$ cat config.mk
export PLATFORM = sky130hd
export DESIGN_NAME = fbd_div
export DESIGN_NICKNAME = d
export VERILOG_FILES = /design/src/hdl/fbd_div.sv
export SDC_FILE = /design/constraint.sdc
export NUM_CORES = 2
export LEC_CHECK = 0
export ABC_AREA = 1
export BUFFER_PORTS_ARGS = -buffer_cell sky130_fd_sc_hd__buf_4
export CORE_MARGIN = 8
export CORE_UTILIZATION = 50
export CTS_BUF_LIST = sky130_fd_sc_hd__clkbuf_8
export DETAILED_ROUTE_END_ITERATION = 8
export HOLD_SLACK_MARGIN = 0.1
export PLACE_DENSITY = 0.75
export SYNTH_ARGS = -nofsm -noshare
export SYNTH_HDL_FRONTEND = slang
export SYNTH_SLANG_ARGS = --single-unit
$ cat constraint.sdc
create_clock -name clk_i -period 2.3 [get_ports clk_i]
set_clock_uncertainty 0.2 [all_clocks]
set_input_delay 0 -clock clk_i [delete_from_list [all_inputs] [get_ports clk_i]]
set_output_delay 0 -clock clk_i [all_outputs]
set_load 0.01 [all_outputs]
$ cat src/hdl/fbd_div.sv
// fbd_div: pipelined restoring divider, one quotient bit per stage,
// with a sideband word that travels alongside; uses no package
`timescale 1ns / 1ps

module fbd_div #(
  parameter int unsigned NW = 25,
  parameter int unsigned DW = 24,
  parameter int unsigned SW = 1
) (
  input  logic          clk_i,
  input  logic          rst_ni,
  input  logic          valid_i,
  input  logic [NW-1:0] num_i,
  input  logic [DW-1:0] den_i,
  input  logic [SW-1:0] side_i,
  output logic          valid_o,
  output logic [NW-1:0] quo_o,
  output logic [SW-1:0] side_o
);

  logic          v_q    [NW];
  logic [DW-1:0] rem_q  [NW];
  logic [NW-1:0] num_q  [NW];
  logic [NW-1:0] quo_q  [NW];
  logic [DW-1:0] den_q  [NW];
  logic [SW-1:0] side_q [NW];

  logic          v_in    [NW];
  logic [DW-1:0] rem_in  [NW];
  logic [NW-1:0] num_in  [NW];
  logic [NW-1:0] quo_in  [NW];
  logic [DW-1:0] den_in  [NW];
  logic [SW-1:0] side_in [NW];

  for (genvar s = 0; s < NW; s++) begin : g_stage
    logic [DW:0] sh;
    logic        ge;
    logic [DW:0] diff;

    if (s == 0) begin : g_first
      assign v_in[s]    = valid_i;
      assign rem_in[s]  = '0;
      assign num_in[s]  = num_i;
      assign quo_in[s]  = '0;
      assign den_in[s]  = den_i;
      assign side_in[s] = side_i;
    end else begin : g_next
      assign v_in[s]    = v_q[s-1];
      assign rem_in[s]  = rem_q[s-1];
      assign num_in[s]  = num_q[s-1];
      assign quo_in[s]  = quo_q[s-1];
      assign den_in[s]  = den_q[s-1];
      assign side_in[s] = side_q[s-1];
    end

    // shift in the next numerator bit, subtract when it fits
    always_comb begin
      sh   = {rem_in[s], num_in[s][NW-1]};
      ge   = (sh >= {1'b0, den_in[s]});
      diff = sh - {1'b0, den_in[s]};
    end

    always_ff @(posedge clk_i or negedge rst_ni) begin
      if (!rst_ni) begin
        v_q[s] <= 1'b0;
      end else begin
        v_q[s] <= v_in[s];
      end
    end

    always_ff @(posedge clk_i) begin
      rem_q[s]  <= ge ? diff[DW-1:0] : sh[DW-1:0];
      num_q[s]  <= num_in[s] << 1;
      quo_q[s]  <= NW'({quo_in[s], ge});
      den_q[s]  <= den_in[s];
      side_q[s] <= side_in[s];
    end
  end

  assign valid_o = v_q[NW-1];
  assign quo_o   = quo_q[NW-1];
  assign side_o  = side_q[NW-1];

endmodule

=== After elaboration in Yosys (flattened, before gate mapping) ===
Memory sizes are Yosys's and may differ from the RTL's.
Cells that the tools add are included.

* Memory bits (writable): 2,450
* Output and inout port bits: 27
* Memories kept: 5
* Register bits: 25

* Add/subtract/negate cells: 25
* $lt $le $gt $ge: 25
* Multiplexer cells: 25

{| class="wikitable"
|+ Memory list
! name !! words !! width !! rd ports !! clocked after memory_dff !! wr ports !! line !! source
|-
| quo_q || 25 || 25 || 25 || 0 || 25 || 24 || <nowiki>logic [NW-1:0] quo_q [NW];</nowiki>
|-
| den_q || 25 || 24 || 24 || 0 || 25 || 25 || <nowiki>logic [DW-1:0] den_q [NW];</nowiki>
|-
| num_q || 25 || 24 || 24 || 0 || 25 || 23 || <nowiki>logic [NW-1:0] num_q [NW];</nowiki>
|-
| rem_q || 25 || 24 || 24 || 0 || 25 || 22 || <nowiki>logic [DW-1:0] rem_q [NW];</nowiki>
|-
| side_q || 25 || 1 || 25 || 0 || 25 || 26 || <nowiki>logic [SW-1:0] side_q [NW];</nowiki>
|}

{| class="wikitable"
|+ Operators by type and width
! operator !! number
|-
| $ge 25x24->1 || 24
|-
| $mux 24 || 25
|-
| $sub 24x24->24 || 24
|-
| $ge 1x24->1 || 1
|-
| $sub 1x24->24 || 1
|}

=== Logic depth before layout (Yosys ltp) ===
An unclocked memory read counts as a cell.

* Depth in word-level cells: 3
* Depth in mapped cells: 15

=== Worst setup path after synthesis ===
Ideal clock, no wire load.

* Kind: reg2reg
* Start: memory num_q[0][263] (netlist bit)
* End: memory rem_q[11][16]
* Buffers on the path: 0
* Arrival time: 1.710 ns
* Required time: 1.987 ns
* Cell stages (with the launch flop): 12
* Path slack: 0.277 ns
* Cell sequence: dfxtp_1 > inv_1 > ha_1 > fa_1 > inv_1 > a21oi_1 > o21ai_0 > nand2_1 > nand3_1 > nand2_1 > nand2_1 > nand2_1

{| class="wikitable"
|+ RTL lines
! item !! line
|-
| from (decl) || 23
|-
| to (decl) || 22
|}

==> impl_metrics.env <==
export IMPL_wl_um=268000
export IMPL_gr_max_usage_layer="met2"
export IMPL_hold_class="reg2reg"
export IMPL_detail_route_iter0_violations=7656
export IMPL_yosysTopAreaCell="dfxtp_1"
export IMPL_synth_edf_count=0
export IMPL_ys_seq_area_frac=0.404
export IMPL_core_um2=181000
export IMPL_synth_area_per_cell_um2=6.92
export IMPL_grt_max_degree=26
export IMPL_dpl_worst_slack_ns=-0.169
export IMPL_holdWs_ns=0.111
export IMPL_grt_use_met1=0.329
export IMPL_max_vdd_ir_drop_mv=0.665
export IMPL_ys_warn_count=0
export IMPL_clk_path_buf_depth=4
export IMPL_hold_end="num_q[0][335]"
export IMPL_grt_pass1_vias=77400
export IMPL_post_route_period_util=1.02
export IMPL_path_class="reg2reg"
export IMPL_path_max_fanout=6
export IMPL_first_pass_iters=9
export IMPL_gp_congestion=0.985
export IMPL_syn_num_nets=13800
export IMPL_yosysMostFrequentCell="nand2_1"
export IMPL_synth_async_sr_flop_share=0.0137
export IMPL_worst_slack_ns=-0.0350
export IMPL_synthFlopType="dfxtp_1"
export IMPL_rrSetupSlack_ns=-0.04
export IMPL_hold_depth=0
export IMPL_cts_buffers_inserted=311
export IMPL_maxCapViolCount=0
export IMPL_fillers=15600
export IMPL_grt_antenna_before_repair=9
export IMPL_critPathLaunchType="flip-flop"
export IMPL_arrival_ns=3.06
export IMPL_hold_viol=0
export IMPL_relSlewSlack=0.311
export IMPL_nets=15000
export IMPL_viasPerCell=4.98
export IMPL_grt_usage=0.253
export IMPL_fmax_mhz=428
export IMPL_clock_sinks=1827
export IMPL_drc=0
export IMPL_htree_levels=5
export IMPL_p_leak_nw=62.1
export IMPL_syn_to_final_growth_pct=25.1
export IMPL_cts_tree="yes"
export IMPL_die_h_um=442
export IMPL_fin_crit_ns=2.34
export IMPL_grt_overflow=0
export IMPL_rsz0062_at_grt="yes"
export IMPL_hp_start="num_q[0][310]"
export IMPL_setup_viol=4
export IMPL_hpwl_um=204000
export IMPL_maxSlewViolCount=0
export IMPL_ys_ff_latch=1827
export IMPL_ys_top_cells_by_count="5024 x nand2_1, 2670 x inv_1, 1802 x dfxtp_1"
export IMPL_start_util=0.503
export IMPL_fin_cells=16900
export IMPL_clk_latency_ns=1.06
export IMPL_clk_pin_slew_ns=0.06
export IMPL_reg2reg_to="rem_q[22][13]"
export IMPL_worstSetupEndpointType="flip-flop"
export IMPL_reg2regPathDepth=11
export IMPL_synth_top_area_frac=0.398
export IMPL_grt_pass1_wl_um=405000
export IMPL_ys_top_cells_by_area="dfxtp_1 40%, nand2_1 21%, inv_1 11%"
export IMPL_status="finished, violations left"
export IMPL_drive_gt1_frac=0.164
export IMPL_pin_count=80
export IMPL_die_w_um=442
export IMPL_post_drt_wl_per_cell_um=15.9
export IMPL_tightest_slew_ns=1.03
export IMPL_port_buffers=79
export IMPL_die_area_um2=195000
export IMPL_num_vias=84100
export IMPL_powerDensity_nw_per_um2=862
export IMPL_netlist_area_um2=90700
export IMPL_ys_types=35
export IMPL_rr_startpoint="den_q[2][133]"
export IMPL_required_ns=3.02
export IMPL_place_inst=16100
export IMPL_use_met3=0.0410
export IMPL_violations="negative setup slack"
export IMPL_postRouteAntennaNets=0
export IMPL_grtUsageMet2=0.416
export IMPL_num_rows=156
export IMPL_cts_root_buf="clkbuf_8"
export IMPL_postSynthCellCount=13100
==> cell families (layout without fill, tap and decap cells) <==
group                    count (synthesis)  count (layout)  synth area share
XOR/XNOR                               249             249            0.0240
adder cells (fa/ha/maj)                601             601            0.0848
flip-flops                            1827            1827             0.404
AO/OA/AOI/OAI                          306             306            0.0204
buffers and inverters                 2890            4276             0.125
other                                    0              12                 0
AND/OR/NAND/NOR                       7244            7253             0.341
==> how the worst max path moves through the flow <==
stage                    end           from  slack, ns  cells after the start
6_report       rem_q[22][13]  den_q[2][133]      -0.04                     11
4_1_cts         rem_q[5][23]  den_q[0][111]      -0.04                     11
3_3_place_gp    rem_q[4][18]   den_q[0][76]      -0.13                     13
5_1_grt         rem_q[22][9]  den_q[2][133]      -0.11                     11
2_1_floorplan  rem_q[11][16]  num_q[0][263]       0.28                     11
3_5_place_dp    rem_q[4][18]   den_q[0][78]      -0.17                     13
==> metal layers <==
| layer | share of wire | vias up |
|---|---|---|
| li1 | - | 42500 |
| met1 | 0.42 | 37600 |
| met2 | 0.46 | 3207 |
| met3 | 0.074 | 743 |
| met4 | 0.047 | 0 |
| met5 | 0 | - |
==> critical path, stage by stage (launching register included) <==
cell and delay, ns:
dfxtp_1 0.37, inv_1 0.06, ha_1 0.37, nand2_1 0.14
nor2_2 0.17, inv_1 0.10, nor3_4 0.18, nand3_4 0.17
buf_12 0.18, nand3_2 0.14, nand2_1 0.08, nand2_1 0.08
==> power breakdown <==
group / switching (W) / total, W / internal, W / leakage (nW)
clock network: 0.0130 / 0.0305 / 0.0175 / 3.53
registers: 0.00243 / 0.0371 / 0.0347 / 15.3
logic: 0.0180 / 0.0303 / 0.0122 / 43.3
total: 0.0334 / 0.0979 / 0.0644 / 62.1
==> placed cells by master, fill, tap and decap left out, types with 33 or more instances in the layout <==
master	netlist	final
dfxtp_2	0	116
dlygate4sd3_1	0	169
nor3_1	63	40
buf_4	0	779
dfxtp_1	1802	1676
ha_2	0	68
nand3_2	28	60
nor2_1	678	578
inv_2	31	53
nor2_2	38	119
clkinv_2	0	40
nor3_4	17	33
ha_1	578	264
nand3_1	592	542
buf_12	0	52
nand3_4	27	54
buf_6	46	38
ha_4	0	246
nand2_2	1	145
inv_1	2670	2694
clkbuf_8	0	394
xor2_1	221	221
nand2_1	5024	4876
nand4_1	695	695
a21oi_1	245	228
==> metrics by stage <==
stage                     area [µm²]  utilization  power (W)  TNS (ns)
after floorplan                90700            -     0.0557         0
after global placement         99200        0.550     0.0637     -3.73
after detailed placement       99200        0.550     0.0640     -4.65
after CTS                     108000        0.597     0.0952    -0.224
after global routing          113000        0.629      0.104     -4.68
final                         113000        0.629     0.0979   -0.0831
==> final cells by class <==
type                    count  area, µm²  area share
repair buffers           1053       9350      0.0824
flip-flops and latches   1827      36900       0.325
multi-input cells        8409      47600       0.419
well taps                2370       2970      0.0261
clock buffers             394       5420      0.0478
clock inverters           127       1100     0.00971
inverters                2702      10100      0.0894
diodes                     12       30.0    0.000265
==> sequential cells by signal (all words and copies together) (netlist names) <==
signal and cells:
side_q 25, rem_q 576, quo_q 325, den_q 576
v_in 24, valid_o 1, num_q 300
==> timing repair <==
| action | 4_1_cts | 5_1_grt |
|---|---|---|
| pin swaps | 9 | 114 |
| gates cloned | 3 | 17 |
| buffers inserted | 2 | 46 |
| hold buffers | 169 | 2 |
| resized for setup | 83 | 922 |
| endpoints found under the setup margin | 226 | 587 |
| endpoints found under the hold margin | 116 | 2 |
Power figures use the tool's default switching activity.
